<file path="src/rtl/mpcs_pkg.sv">
// Shared types and command codes for the planar chord subset block.
package mpcs_pkg;

  // Point capacity of the tables; the field widths below are sized for it.
  localparam int MAX_POINTS = 64;

  typedef struct packed {
    logic [5:0] endpoint_a;
    logic [5:0] endpoint_b;
    logic       last_chord;
  } in_item_t;

  typedef struct packed {
    logic       is_count;
    logic [5:0] subset_size;
    logic [5:0] chord_low;
    logic [5:0] chord_high;
    logic       last_result;
  } out_item_t;

  typedef enum logic [3:0] {
    DP_IDLE,
    DP_LOAD,
    DP_LOAD2,
    DP_FILL_START,
    DP_RD_PART,
    DP_RD_A,
    DP_RD_B,
    DP_RD_C,
    DP_FILL_EVAL,
    DP_RD_SIZE,
    DP_EMIT_SIZE,
    DP_WALK_START,
    DP_WALK_EVAL,
    DP_POP_RD,
    DP_POP_EMIT
  } dp_cmd_t;

  typedef struct packed {
    logic n_small;
    logic fill_last;
    logic i_lt_j;
    logic stack_empty;
    logic size_zero;
    logic out_free;
  } dp_status_t;

endpackage

</file>
<file path="src/rtl/mpcs_ctrl.sv">
// Controller: sequences loading, table fill, size result and backtrack walk.
module mpcs_ctrl (
  input  logic                  clk,
  input  logic                  rst_n,
  input  logic                  in_valid,
  input  logic                  in_last,
  output logic                  in_stall,
  input  mpcs_pkg::dp_status_t  status,
  output mpcs_pkg::dp_cmd_t     cmd
);
  import mpcs_pkg::*;

  typedef enum logic [4:0] {
    ST_LOAD, ST_LOAD2, ST_FILL_START,
    ST_F_PART, ST_F_A, ST_F_B, ST_F_C, ST_F_EV,
    ST_SIZE_RD, ST_SIZE_EMIT, ST_W_START, ST_W_TEST,
    ST_W_PART, ST_W_A, ST_W_B, ST_W_C, ST_W_EV, ST_W_EMIT
  } state_t;

  state_t state_r, state_nxt;
  logic   last_r, last_nxt;

  always_comb begin
    state_nxt = state_r;
    last_nxt  = last_r;
    cmd       = DP_IDLE;
    unique case (state_r)
      ST_LOAD: begin
        if (in_valid) begin
          cmd       = DP_LOAD;
          last_nxt  = in_last;
          state_nxt = ST_LOAD2;
        end
      end
      ST_LOAD2: begin
        cmd       = DP_LOAD2;
        state_nxt = last_r ? ST_FILL_START : ST_LOAD;
      end
      ST_FILL_START: begin
        cmd       = DP_FILL_START;
        state_nxt = status.n_small ? ST_SIZE_RD : ST_F_PART;
      end
      ST_F_PART: begin cmd = DP_RD_PART; state_nxt = ST_F_A; end
      ST_F_A:    begin cmd = DP_RD_A;    state_nxt = ST_F_B; end
      ST_F_B:    begin cmd = DP_RD_B;    state_nxt = ST_F_C; end
      ST_F_C:    begin cmd = DP_RD_C;    state_nxt = ST_F_EV; end
      ST_F_EV: begin
        cmd       = DP_FILL_EVAL;
        state_nxt = status.fill_last ? ST_SIZE_RD : ST_F_PART;
      end
      ST_SIZE_RD: begin cmd = DP_RD_SIZE; state_nxt = ST_SIZE_EMIT; end
      ST_SIZE_EMIT: begin
        if (status.out_free) begin
          cmd       = DP_EMIT_SIZE;
          state_nxt = ST_W_START;
        end
      end
      ST_W_START: begin
        if (status.size_zero) begin
          state_nxt = ST_LOAD;
        end else begin
          cmd       = DP_WALK_START;
          state_nxt = ST_W_TEST;
        end
      end
      ST_W_TEST: begin
        if (status.i_lt_j) begin
          state_nxt = ST_W_PART;
        end else if (status.stack_empty) begin
          state_nxt = ST_LOAD;
        end else begin
          cmd       = DP_POP_RD;
          state_nxt = ST_W_EMIT;
        end
      end
      ST_W_PART: begin cmd = DP_RD_PART; state_nxt = ST_W_A; end
      ST_W_A:    begin cmd = DP_RD_A;    state_nxt = ST_W_B; end
      ST_W_B:    begin cmd = DP_RD_B;    state_nxt = ST_W_C; end
      ST_W_C:    begin cmd = DP_RD_C;    state_nxt = ST_W_EV; end
      ST_W_EV:   begin cmd = DP_WALK_EVAL; state_nxt = ST_W_TEST; end
      ST_W_EMIT: begin
        if (status.out_free) begin
          cmd       = DP_POP_EMIT;
          state_nxt = ST_W_TEST;
        end
      end
      default: state_nxt = ST_LOAD;
    endcase
  end

  always_ff @(posedge clk) begin
    if (!rst_n) begin
      state_r <= ST_LOAD;
      last_r  <= 1'b0;
    end else begin
      state_r <= state_nxt;
      last_r  <= last_nxt;
    end
  end

  assign in_stall = state_r != ST_LOAD;

endmodule

</file>
<file path="config.mk">
export PLATFORM = sky130hd
export DESIGN_NAME = mpcs_ctrl
export DESIGN_NICKNAME = d
export VERILOG_FILES = /design/src/rtl/mpcs_pkg.sv /design/src/rtl/mpcs_ctrl.sv
export SDC_FILE = /design/constraint.sdc
export NUM_CORES = 1
export LEC_CHECK = 0
export BUFFER_PORTS_ARGS = -buffer_cell sky130_fd_sc_hd__buf_2
export CAP_MARGIN = 25
export CELL_PAD_IN_SITES_DETAIL_PLACEMENT = 1
export CELL_PAD_IN_SITES_GLOBAL_PLACEMENT = 1
export CORE_MARGIN = 5
export CORE_UTILIZATION = 30
export CTS_BUF_LIST = sky130_fd_sc_hd__clkbuf_16
export DETAILED_ROUTE_END_ITERATION = 12
export GPL_ROUTABILITY_DRIVEN = 0
export PLACE_DENSITY = 0.6
export SLEW_MARGIN = 20
export SYNTH_ARGS = -nofsm -noshare
export SYNTH_HDL_FRONTEND = slang
export SYNTH_SLANG_ARGS = --single-unit
</file>
<file path="constraint.sdc">
create_clock -name clk -period 2.1 [get_ports clk]
set_input_delay 0.105 -clock clk [delete_from_list [all_inputs] [get_ports clk]]
set_output_delay 0.105 -clock clk [all_outputs]
set_load 0.01 [all_outputs]
</file>
======== Yosys cells after proc, flatten, opt, wreduce, memory -nomap -nowiden ========
Cells that the tools add are included.
W data, S select, Z words.
operators by class
  magnitude comparators ................... 0
  multiplexer cells ....................... 17
  reductions and logical operators ........ 8
  div/mod/pow operators ................... 0
  multipliers ............................. 0
  add/subtract/negate cells ............... 0
  bitwise logic cells ..................... 0
  eq/ne operators ......................... 20
  shift operators ......................... 0
operators with widths
  kind                  count
  $pmux W5 S18          1
  $pmux W4 S14          1
  $eq A5 B4 Y1 const B  8
  $mux W4               8
  $mux W5               5
  $eq A5 B3 Y1 const B  4
  $eq A5 B2 Y1 const B  2
  $eq A5 B5 Y1 const B  2
  $reduce_or A2 Y1      4
  $ne A2 B2 Y1 const B  3
  $eq A5 B1 Y1 const B  1
  $logic_not A5 Y1      1
  $reduce_bool A5 Y1    1
  $reduce_and A3 Y1     1
  $mux W2               1
  $reduce_and A2 Y1     1
  $mux W1               1
word-level totals
  word-level logic and storage cells ...... 47
  bits in read-only memories .............. 0
  bits in writable memories ............... 0
  memories kept ........................... 0
  latch bits .............................. 0
  register bits after elaboration ......... 6
  output and inout bits ................... 5

======== Depth between registers and ports, before layout ========
Gate-level depths: netlist of run 1.
  depth in word-level cells ............... 3
  mapped depth ............................ 7
  depth with buffers taken out ............ 5

======== Least setup slack after synthesis of run 1 ========
Ideal clock, no wire load.
  kind .................................... register to output
  from .................................... register state_r[0]
  to ...................................... output port cmd[0]
  stages on the path, launching flop included .. 7
  arrival time ............................ 1.236 ns
  path buffers ............................ 2
  required time ........................... 1.995 ns
  path slack .............................. 0.759 ns
  cell sequence ........................... dfxtp_1 -> buf_6 -> buf_4 -> a21boi_0 -> o21ai_0 -> a21oi_1 -> a211oi_1
between the ends
  word-level cells in the longest chain between the ends .. 3
RTL lines
  item                                  RTL line         text
  start: declaration                    mpcs_ctrl.sv:20  state_t state_r, state_nxt;
  start signal: assignment              mpcs_ctrl.sv:96  state_r <= state_nxt;
  $eq A5 B4 Y1 (tied with other cells)  mpcs_ctrl.sv:27  unique case (state_r)
  $reduce_or A2 Y1 (no source line)     --
  $pmux W4 S14 *                        mpcs_ctrl.sv:27
  end: declaration                      mpcs_ctrl.sv:9   output mpcs_pkg::dp_cmd_t cmd
Every way passes the cells marked *; elsewhere a longest branch is shown, timed or not.

======== Final worst setup path of run 1 ========
  from .................................... register state_r[1]
  to ...................................... output port cmd[1]
Same word-level chain as after synthesis.

==> results.py, run 1 <==
metrics = {
    "status": {
        "outcome": "finished clean",
    },
    "logic_synthesis": {
        "synthCells": 100,
        "syn_nets": 110,
        "synth_flop_cell": "dfxtp_1",
        "synth_area_um2": 723,
        "yosysMostFrequentCell": "nor2_1",
        "ys_warn_count": 0,
        "synth_top_area_share_pct": 16.6,
        "syn_avg_cell_area_um2": 7.23,
        "synth_top_area_cell": "dfxtp_1",
        "synth_common_cells": "nor2_1, a21oi_1, nand2_1",
        "synth_edf_count": 0,
        "ys_seq_area_share_pct": 16.6,
        "async_reset_ff_share_pct": 0,
        "ys_seq_elements": 6,
        "netlist_top_cells_area": "dfxtp_1, buf_6, nor2_1",
        "ys_types": 40,
    },
    "placement": {
        "hpwlAfterDp_um": 1750,
        "io_buffers": 14,
        "dp.cells": 140,
        "pre_cts_ws_ns": 0.332,
    },
    "critical_path": {
        "crit_type": "register to primary output",
        "critical_path.max_fanout": 13,
        "critPathCapture": "cmd[1]",
        "crit_path_start_kind": "register",
        "r2r_end": "state_r[3]$_SDFFE_PN0P_",
        "critical_path_required_ns": 2.00,
        "cp.arrival_ns": 1.82,
        "reg2reg_depth": 6,
        "cp-end-kind": "primary output",
        "cp-startpoint": "state_r[1]$_SDFFE_PN0P_",
        "r2r_slack_ns": 0.33,
        "rr_startpoint": "state_r[1]$_SDFFE_PN0P_",
    },
    "cells_and_area": {
        "seqCellArea_um2": 120,
        "fin_cells": 143,
        "diodes": 0,
        "layout-drive-gt1-share_pct": 26.1,
        "multiInputGateArea_um2": 523,
        "fin_util_pct": 39.0,
        "finalNetCount": 127,
        "area_delta_synth_final_pct": 21.6,
        "fillers": 313,
    },
    "floorplanning": {
        "start_util_pct": 32.1,
        "fp-row-count": 17,
        "dieWidth_um": 59.1,
        "core_area_um2": 2250,
        "ios": 15,
        "dieArea_um2": 3490,
        "die_h_um": 59.1,
    },
    "cts": {
        "post_cts_resize_count": 0,
        "cts_root_buf": "clkbuf_16",
        "clkSinkCount": 6,
        "cts_buffers": 3,
        "clk_latency_ns": 0.23,
        "postCtsSetupBuffers": 0,
        "hold_buffers": 0,
        "path_clk_slew_ns": 0.04,
        "cts_tree": "done",
        "htreeDepth": 1,
        "clock_path_buffers": 2,
    },
    "routing": {
        "routed-via-count": 813,
        "drt_iter0_markers": 10,
        "drt_wl_total_um": 2270,
        "drc": 0,
        "drt-pass1-iter-count": 4,
        "vias_per_cell": 5.69,
        "routedWlPerCell_um": 15.9,
        "drtAntennaViolNets": 0,
    },
    "global_route": {
        "antenna_found_initial": 0,
        "overflow": 0,
        "grt_max_degree": 16,
        "grt_pass1_vias": 821,
        "grt_pass1_wl_um": 3880,
        "grt_usage_pct": 14.7,
    },
    "hold_path": {
        "min_path_type": "input port to register",
    },
    "pwr": {
        "irDropWorstVdd_v": 0.000477,
        "p_per_area_nw_per_um2": 619,
        "p_leak_nw": 0.362,
    },
    "sta": {
        "fin_crit_ns": 1.92,
        "worst_slack_ns": 0.178,
        "worstMarginPinSlew_ns": 0.453,
        "finalHoldViolCount": 0,
        "clock_skew_ns": 0.00431,
        "maxSlewViolCount": 0,
        "max_freq_mhz": 520,
        "setup-violations-final": 0,
        "setup_tns_ns": 0,
        "period_share_pct": 91.5,
        "rsz0062_at_grt": "false",
        "slew_headroom_pct": 69.8,
    },
    "run": {
        "cap_violations": 0,
    },
}
critical path: stages, from the launching register on:
cell     delay [ns]
dfxtp_1        0.56
buf_4          0.26
and2b_1        0.22
nor2_1         0.12
nor2_1         0.05
a21oi_1        0.12
o21ai_0        0.09
buf_2          0.16
area by class of cell:
type                            count  area share, %
Tap cell                           28           3.98
Sequential cell                     6           13.7
Timing Repair Buffer               20           13.1
Multi-Input combinational cell     83           59.5
Clock buffer                        3           8.53
Inverter                            3           1.28
through the flow:
step / power [mW] / cell area (µm²) / hold slack (ns)
floorplan: 0.199 / 723 / 0.249
global route: 0.573 / 880 / 0.159
global placement: 0.232 / 805 / 0.344
finish: 0.545 / 880 / 0.111
detailed placement: 0.232 / 805 / 0.346
CTS: 0.554 / 880 / 0.111
flip-flops by register name, indices dropped and copies added, names as in the netlist:
| signal | count |
|---|---|
| last_r | 1 |
| state_r | 5 |
layer usage:
layer	global-route usage, %	share of wire (%)	vias to the layer above
li1	-	-	399
met1	18.1	47	397
met2	23.5	47	11
met3	4.79	3.6	6
met4	5.83	1.9	0
met5	0	0	-
worst min-delay path by stage:
stage | startpoint | end | slack [ns] | depth (start not counted)
floorplan | in_last | last_r$_SDFFE_PN0P_ | 0.25 | 2
global placement | in_last | last_r$_SDFFE_PN0P_ | 0.34 | 3
detailed placement | in_last | last_r$_SDFFE_PN0P_ | 0.35 | 3
CTS | in_last | last_r$_SDFFE_PN0P_ | 0.11 | 3
global route | in_last | last_r$_SDFFE_PN0P_ | 0.16 | 3
finish | in_last | last_r$_SDFFE_PN0P_ | 0.11 | 3
where the power goes:
part           internal, mW  switching (mW)  total (mW)
Sequential            0.119          0.0116       0.131
Clock                 0.245          0.0688       0.314
Combinational        0.0467          0.0534       0.100
Total                 0.411           0.134       0.545
cells by family (layout without fill, tap and decap cells):
family	after synthesis	after routing	synth area share (%)
flip-flops	6	6	16.6
AND/OR/NAND/NOR	49	49	38.1
AO/OA/AOI/OAI	32	32	31.5
buffers and inverters	11	26	11.1
multiplexers	2	2	2.77
cell usage in the layout (no fill, tap or decap), drive strengths merged:
cell / count
o22ai: 1
nand3b: 1
a41o: 1
o31ai: 2
a21o: 1
a31o: 1
inv: 3
and2: 1
nor2: 12
o21ai: 8
dfxtp: 6
a41oi: 1
nor3b: 1
o32a: 1
or3: 4
and3: 1
o221ai: 1
nand3: 3
nor2b: 3
nand4: 1
a2111oi: 1
a21boi: 1
clkbuf: 3
a311oi: 2
a211oi: 2
mux2i: 2
buf: 20
nor4b: 2
and2b: 2
nor3: 5
nand2b: 5
a31oi: 1
a21oi: 8
nand2: 8
Note: power is estimated with default switching activity, not from simulation.
==> inputs of run 2 (changes only) <==
Settings changed: REMOVE_ABC_BUFFERS set to 1.
==> results.py, run 2 (synthesis results as in run 1) <==
metrics = {
    "critical_path": {
        "cp.arrival_ns": 1.75,
        "crit_type": "register to primary output",
        "cp-end-kind": "primary output",
        "crit_path_start_kind": "register",
        "rr_startpoint": "state_r[2]$_SDFFE_PN0P_",
        "critical_path_required_ns": 2.00,
        "critical_path.max_fanout": 16,
        "cp-startpoint": "state_r[4]$_SDFFE_PN0P_",
    },
    "placement": {
        "hpwlAfterDp_um": 1690,
        "io_buffers": 14,
        "pre_cts_ws_ns": 0.408,
        "dp.cells": 139,
    },
    "cells_and_area": {
        "largest_reg_flops": 5,
        "diodes": 0,
        "final_cell_mix": "buf_2, nor2_1, nand2_1, a21oi_1, o21ai_0",
        "fillers": 297,
        "finalNetCount": 126,
        "final_common_cell": "buf_2",
        "fin_cells": 142,
        "layout-drive-gt1-share_pct": 26.3,
        "top_register": "state_r",
        "area_delta_synth_final_pct": 20.8,
        "fin_util_pct": 38.7,
        "reg_top3": "state_r: 5 flops, last_r: 1 flops",
    },
    "global_route": {
        "overflow": 0,
        "grt_pass1_wl_um": 3680,
        "antenna_found_initial": 0,
        "grt_pass1_vias": 793,
        "grt_max_degree": 17,
        "grt_usage_pct": 13.4,
    },
    "sta": {
        "finalHoldViolCount": 0,
        "clock_skew_ns": 0.00173,
        "maxSlewViolCount": 0,
        "rsz0062_at_grt": "false",
        "slew_headroom_pct": 62.6,
        "setup-violations-final": 0,
        "setup_tns_ns": 0,
        "period_share_pct": 88.4,
        "fin_crit_ns": 1.86,
        "worstMarginPinSlew_ns": 0.560,
        "worst_slack_ns": 0.244,
        "max_freq_mhz": 539,
    },
    "pwr": {
        "combinationalPowerShare_pct": 19.1,
        "power_frac_seq_pct": 24.0,
        "fin_total_pwr_mw": 0.538,
        "p_leak_nw": 0.357,
        "clockPowerShare_pct": 56.9,
        "irDropWorstVdd_v": 0.000612,
        "p_int_mw": 0.410,
        "switching_share_pct": 23.7,
        "p_switching_mw": 0.127,
        "p_per_area_nw_per_um2": 616,
    },
    "cts": {
        "path_clk_slew_ns": 0.03,
        "clock_path_buffers": 2,
        "hold_buffers": 0,
        "cts_tree": "done",
        "cts_buffers": 3,
        "cts_root_buf": "clkbuf_16",
        "htreeDepth": 1,
        "clkSinkCount": 6,
        "clk_latency_ns": 0.23,
    },
    "routing": {
        "routedWlPerCell_um": 15.1,
        "drtAntennaViolNets": 0,
        "drc": 0,
        "vias_per_cell": 5.48,
        "drt-pass1-iter-count": 5,
        "drt_wl_total_um": 2140,
        "routed-via-count": 778,
        "drt_iter0_markers": 20,
    },
    "hold_path": {
        "hold_start": "in_last",
        "min_path_type": "input port to register",
    },
    "run": {
        "cap_violations": 0,
    },
    "floorplanning": {
        "start_util_pct": 32.1,
        "core_area_um2": 2250,
        "dieWidth_um": 59.1,
        "fp-row-count": 17,
        "ios": 15,
        "dieArea_um2": 3490,
        "die_h_um": 59.1,
    },
    "status": {
        "outcome": "finished clean",
    },
}
## run 2: cell type report
type	count	area [µm²]	share of cell area, %
multi-input combinational	83	523	59.9
sequential	6	121	13.9
timing repair buffer	19	108	12.3
clock buffer	3	75.1	8.60
tap	28	35.0	4.01
inverter	3	11.3	1.29
## run 2: critical path, stage by stage (launching register included)
cell	delay [ns]
dfxtp_1	0.66
nand2b_1	0.27
and2_1	0.18
nor3_1	0.05
nand3_1	0.10
o21ai_0	0.08
buf_2	0.17
## run 2: final timing paths
path                        endpoint  slack (ns)  depth (start not counted)
min              last_r$_SDFFE_PN0P_        0.13                          3
max reg2reg  state_r[0]$_SDFFE_PN0P_        0.41                          5
min reg2reg      last_r$_SDFFE_PN0P_        0.52                          2
max                           cmd[1]        0.24                          6
## run 2: layer usage
| metal | part of all wire (%) | track usage (%) | up-vias |
|---|---|---|---|
| met2 | 45 | 21.6 | 10 |
| met3 | 2.4 | 2.83 | 2 |
| li1 | - | - | 402 |
| met5 | 0 | 0 | - |
| met4 | 0.65 | 3.56 | 0 |
| met1 | 51 | 18.0 | 364 |
## run 2: stage by stage
stage,hold WS [ns],cell area [µm²]
4_1_cts,0.137,872
3_5_place_dp,0.360,797
2_1_floorplan,0.249,654
6_report,0.133,873
3_3_place_gp,0.346,797
5_1_grt,0.156,873
## run 2: power by group through the flow
stage,sequential (mW),combinational [mW],clock [mW]
global placement,0.131,0.102,0
finish,0.129,0.103,0.306
floorplan,0.133,0.0561,0
global route,0.131,0.115,0.318
CTS,0.129,0.104,0.313
detailed placement,0.131,0.103,0
## run 2: repair_timing
item	4_1_cts	5_1_grt
setup endpoints to repair	0	1
hold endpoints to repair	0	0
buffers inserted	0	0
gates resized for setup	0	1
==> inputs of run 3 (changes only) <==
Settings changed: CORE_UTILIZATION 30 to 35, PLACE_DENSITY 0.6 to 0.69.
==> results.py, run 3 (synthesis results as in run 1) <==
metrics = {
    "sta": {
        "clock_skew_ns": 0.00348,
        "fin_crit_ns": 1.91,
        "max_freq_mhz": 524,
        "finalHoldViolCount": 0,
        "setup_tns_ns": 0,
        "maxSlewViolCount": 0,
        "slew_headroom_pct": 60.4,
        "worstMarginPinSlew_ns": 0.594,
        "whs_ns": 0.120,
        "rsz0062_at_grt": "false",
        "setup-violations-final": 0,
        "period_share_pct": 90.8,
    },
    "placement": {
        "io_buffers": 14,
        "hpwlAfterDp_um": 1640,
    },
    "critical_path": {
        "critical_path.top_delay_family": "flip-flops",
        "crit_buf_inv": 1,
        "cpPeakStageDelay_ns": 0.69,
        "crit_path_start_kind": "register",
        "path_cells": "nand2b_1 > and2_1 > nor3_1 > nand3_1 > o21ai_0 > buf_2",
        "critical_path_required_ns": 2.00,
        "crit_type": "register to primary output",
        "critical_path.max_fanout": 16,
        "cp-end-kind": "primary output",
        "worst_path_max_delay_cell": "dfxtp_1",
        "cp.arrival_ns": 1.80,
        "r2r_slack_ns": 0.39,
    },
    "cells_and_area": {
        "area_delta_synth_final_pct": 18.5,
        "top_register": "state_r",
        "finalNetCount": 124,
        "diodes": 0,
        "final_common_cell": "buf_2",
        "layout-drive-gt1-share_pct": 25.0,
        "final_cell_mix": "buf_2, nor2_1, nand2_1, a21oi_1, o21ai_0",
        "reg_top3": "state_r: 5 flops, last_r: 1 flops",
        "largest_reg_flops": 5,
    },
    "run": {
        "cap_violations": 0,
    },
    "global_route": {
        "overflow": 0,
        "grt_pass1_wl_um": 3900,
        "grt_usage_pct": 15.8,
        "grt_max_degree": 22,
        "antenna_found_initial": 0,
        "grt_pass1_vias": 794,
    },
    "cts": {
        "clk_latency_ns": 0.23,
        "clkSinkCount": 6,
        "path_clk_slew_ns": 0.03,
        "hold_buffers": 0,
        "cts_tree": "done",
        "htreeDepth": 1,
        "cts_buffers": 3,
        "clock_path_buffers": 2,
        "cts_root_buf": "clkbuf_16",
    },
    "floorplanning": {
        "ios": 15,
        "die_h_um": 55.5,
        "core_area_um2": 1960,
        "start_util_pct": 36.9,
        "dieWidth_um": 55.5,
        "dieArea_um2": 3080,
        "fp-row-count": 16,
    },
    "routing": {
        "drc": 0,
        "drt-pass1-iter-count": 4,
        "vias_per_cell": 5.65,
        "drt_iter0_markers": 9,
        "routed-via-count": 785,
        "drt_wl_total_um": 2240,
        "drtAntennaViolNets": 0,
        "routedWlPerCell_um": 16.1,
    },
    "pwr": {
        "fin_total_pwr_mw": 0.539,
        "p_per_area_nw_per_um2": 629,
        "irDropWorstVdd_v": 0.000311,
        "p_leak_nw": 0.347,
    },
    "hold_path": {
        "min_path_type": "input port to register",
    },
    "status": {
        "outcome": "finished clean",
    },
}
==> run 3: cell types whose count changed in the layout (fill, tap and decap cells not counted) <==
cell	previous run	this run
buf_4	5	3
==> run 3: worst reg2reg max path, delay by kind of cell, from the launching register on <==
| kind | cells | cell delay (ns) |
|---|---|---|
| compound gates | 3 | 0.64 |
| simple gates | 1 | 0.09 |
| buf+inv | 1 | 0.26 |
| flops | 1 | 0.64 |
==> run 3: metal layers <==
metal | share of wire [%] | up-vias | GRT usage [%]
met5 | 0 | - | 0
met4 | 1.7 | 0 | 6.25
met3 | 2.5 | 4 | 2.80
met2 | 47 | 15 | 26.9
met1 | 49 | 372 | 19.5
li1 | - | 394 | -
==> run 3: report_power, final <==
group	internal, mW	total [mW]	switching, mW
logic	0.0435	0.0948	0.0512
clock network	0.244	0.310	0.0658
registers	0.119	0.134	0.0145
total	0.407	0.539	0.131
==> run 3: area by class of cell <==
type,instances,area [µm²]
repair buffers,17,92.6
inverters,3,11.3
clock buffers,3,75.1
flip-flops and latches,6,121
multi-input cells,83,523
fillers,266,1100
well taps,27,33.8
==> run 3: worst paths after layout <==
kind / startpoint / to / cells after the start
worst max register to register: state_r[0]$_SDFFE_PN0P_ / state_r[3]$_SDFFE_PN0P_ / 5
worst max-delay path: state_r[4]$_SDFFE_PN0P_ / cmd[1] / 6
worst min register to register: last_r$_SDFFE_PN0P_ / last_r$_SDFFE_PN0P_ / 2
worst min-delay path: in_last / last_r$_SDFFE_PN0P_ / 3
==> run 3: through the flow <==
stage	utilization [%]	cell area, µm²	setup WS (ns)	cells
after floorplan	-	654	0.587	92
after global placement	39.8	781	0.350	136
after detailed placement	39.8	781	0.284	136
after CTS	43.6	856	0.0332	139
after global routing	43.7	857	0.0832	139
final	43.7	857	0.193	139
==> run 3: what timing repair did <==
item | in CTS | in global routing
setup buffers | 0 | 0
setup endpoints to repair | 0 | 3
resized for setup | 0 | 1
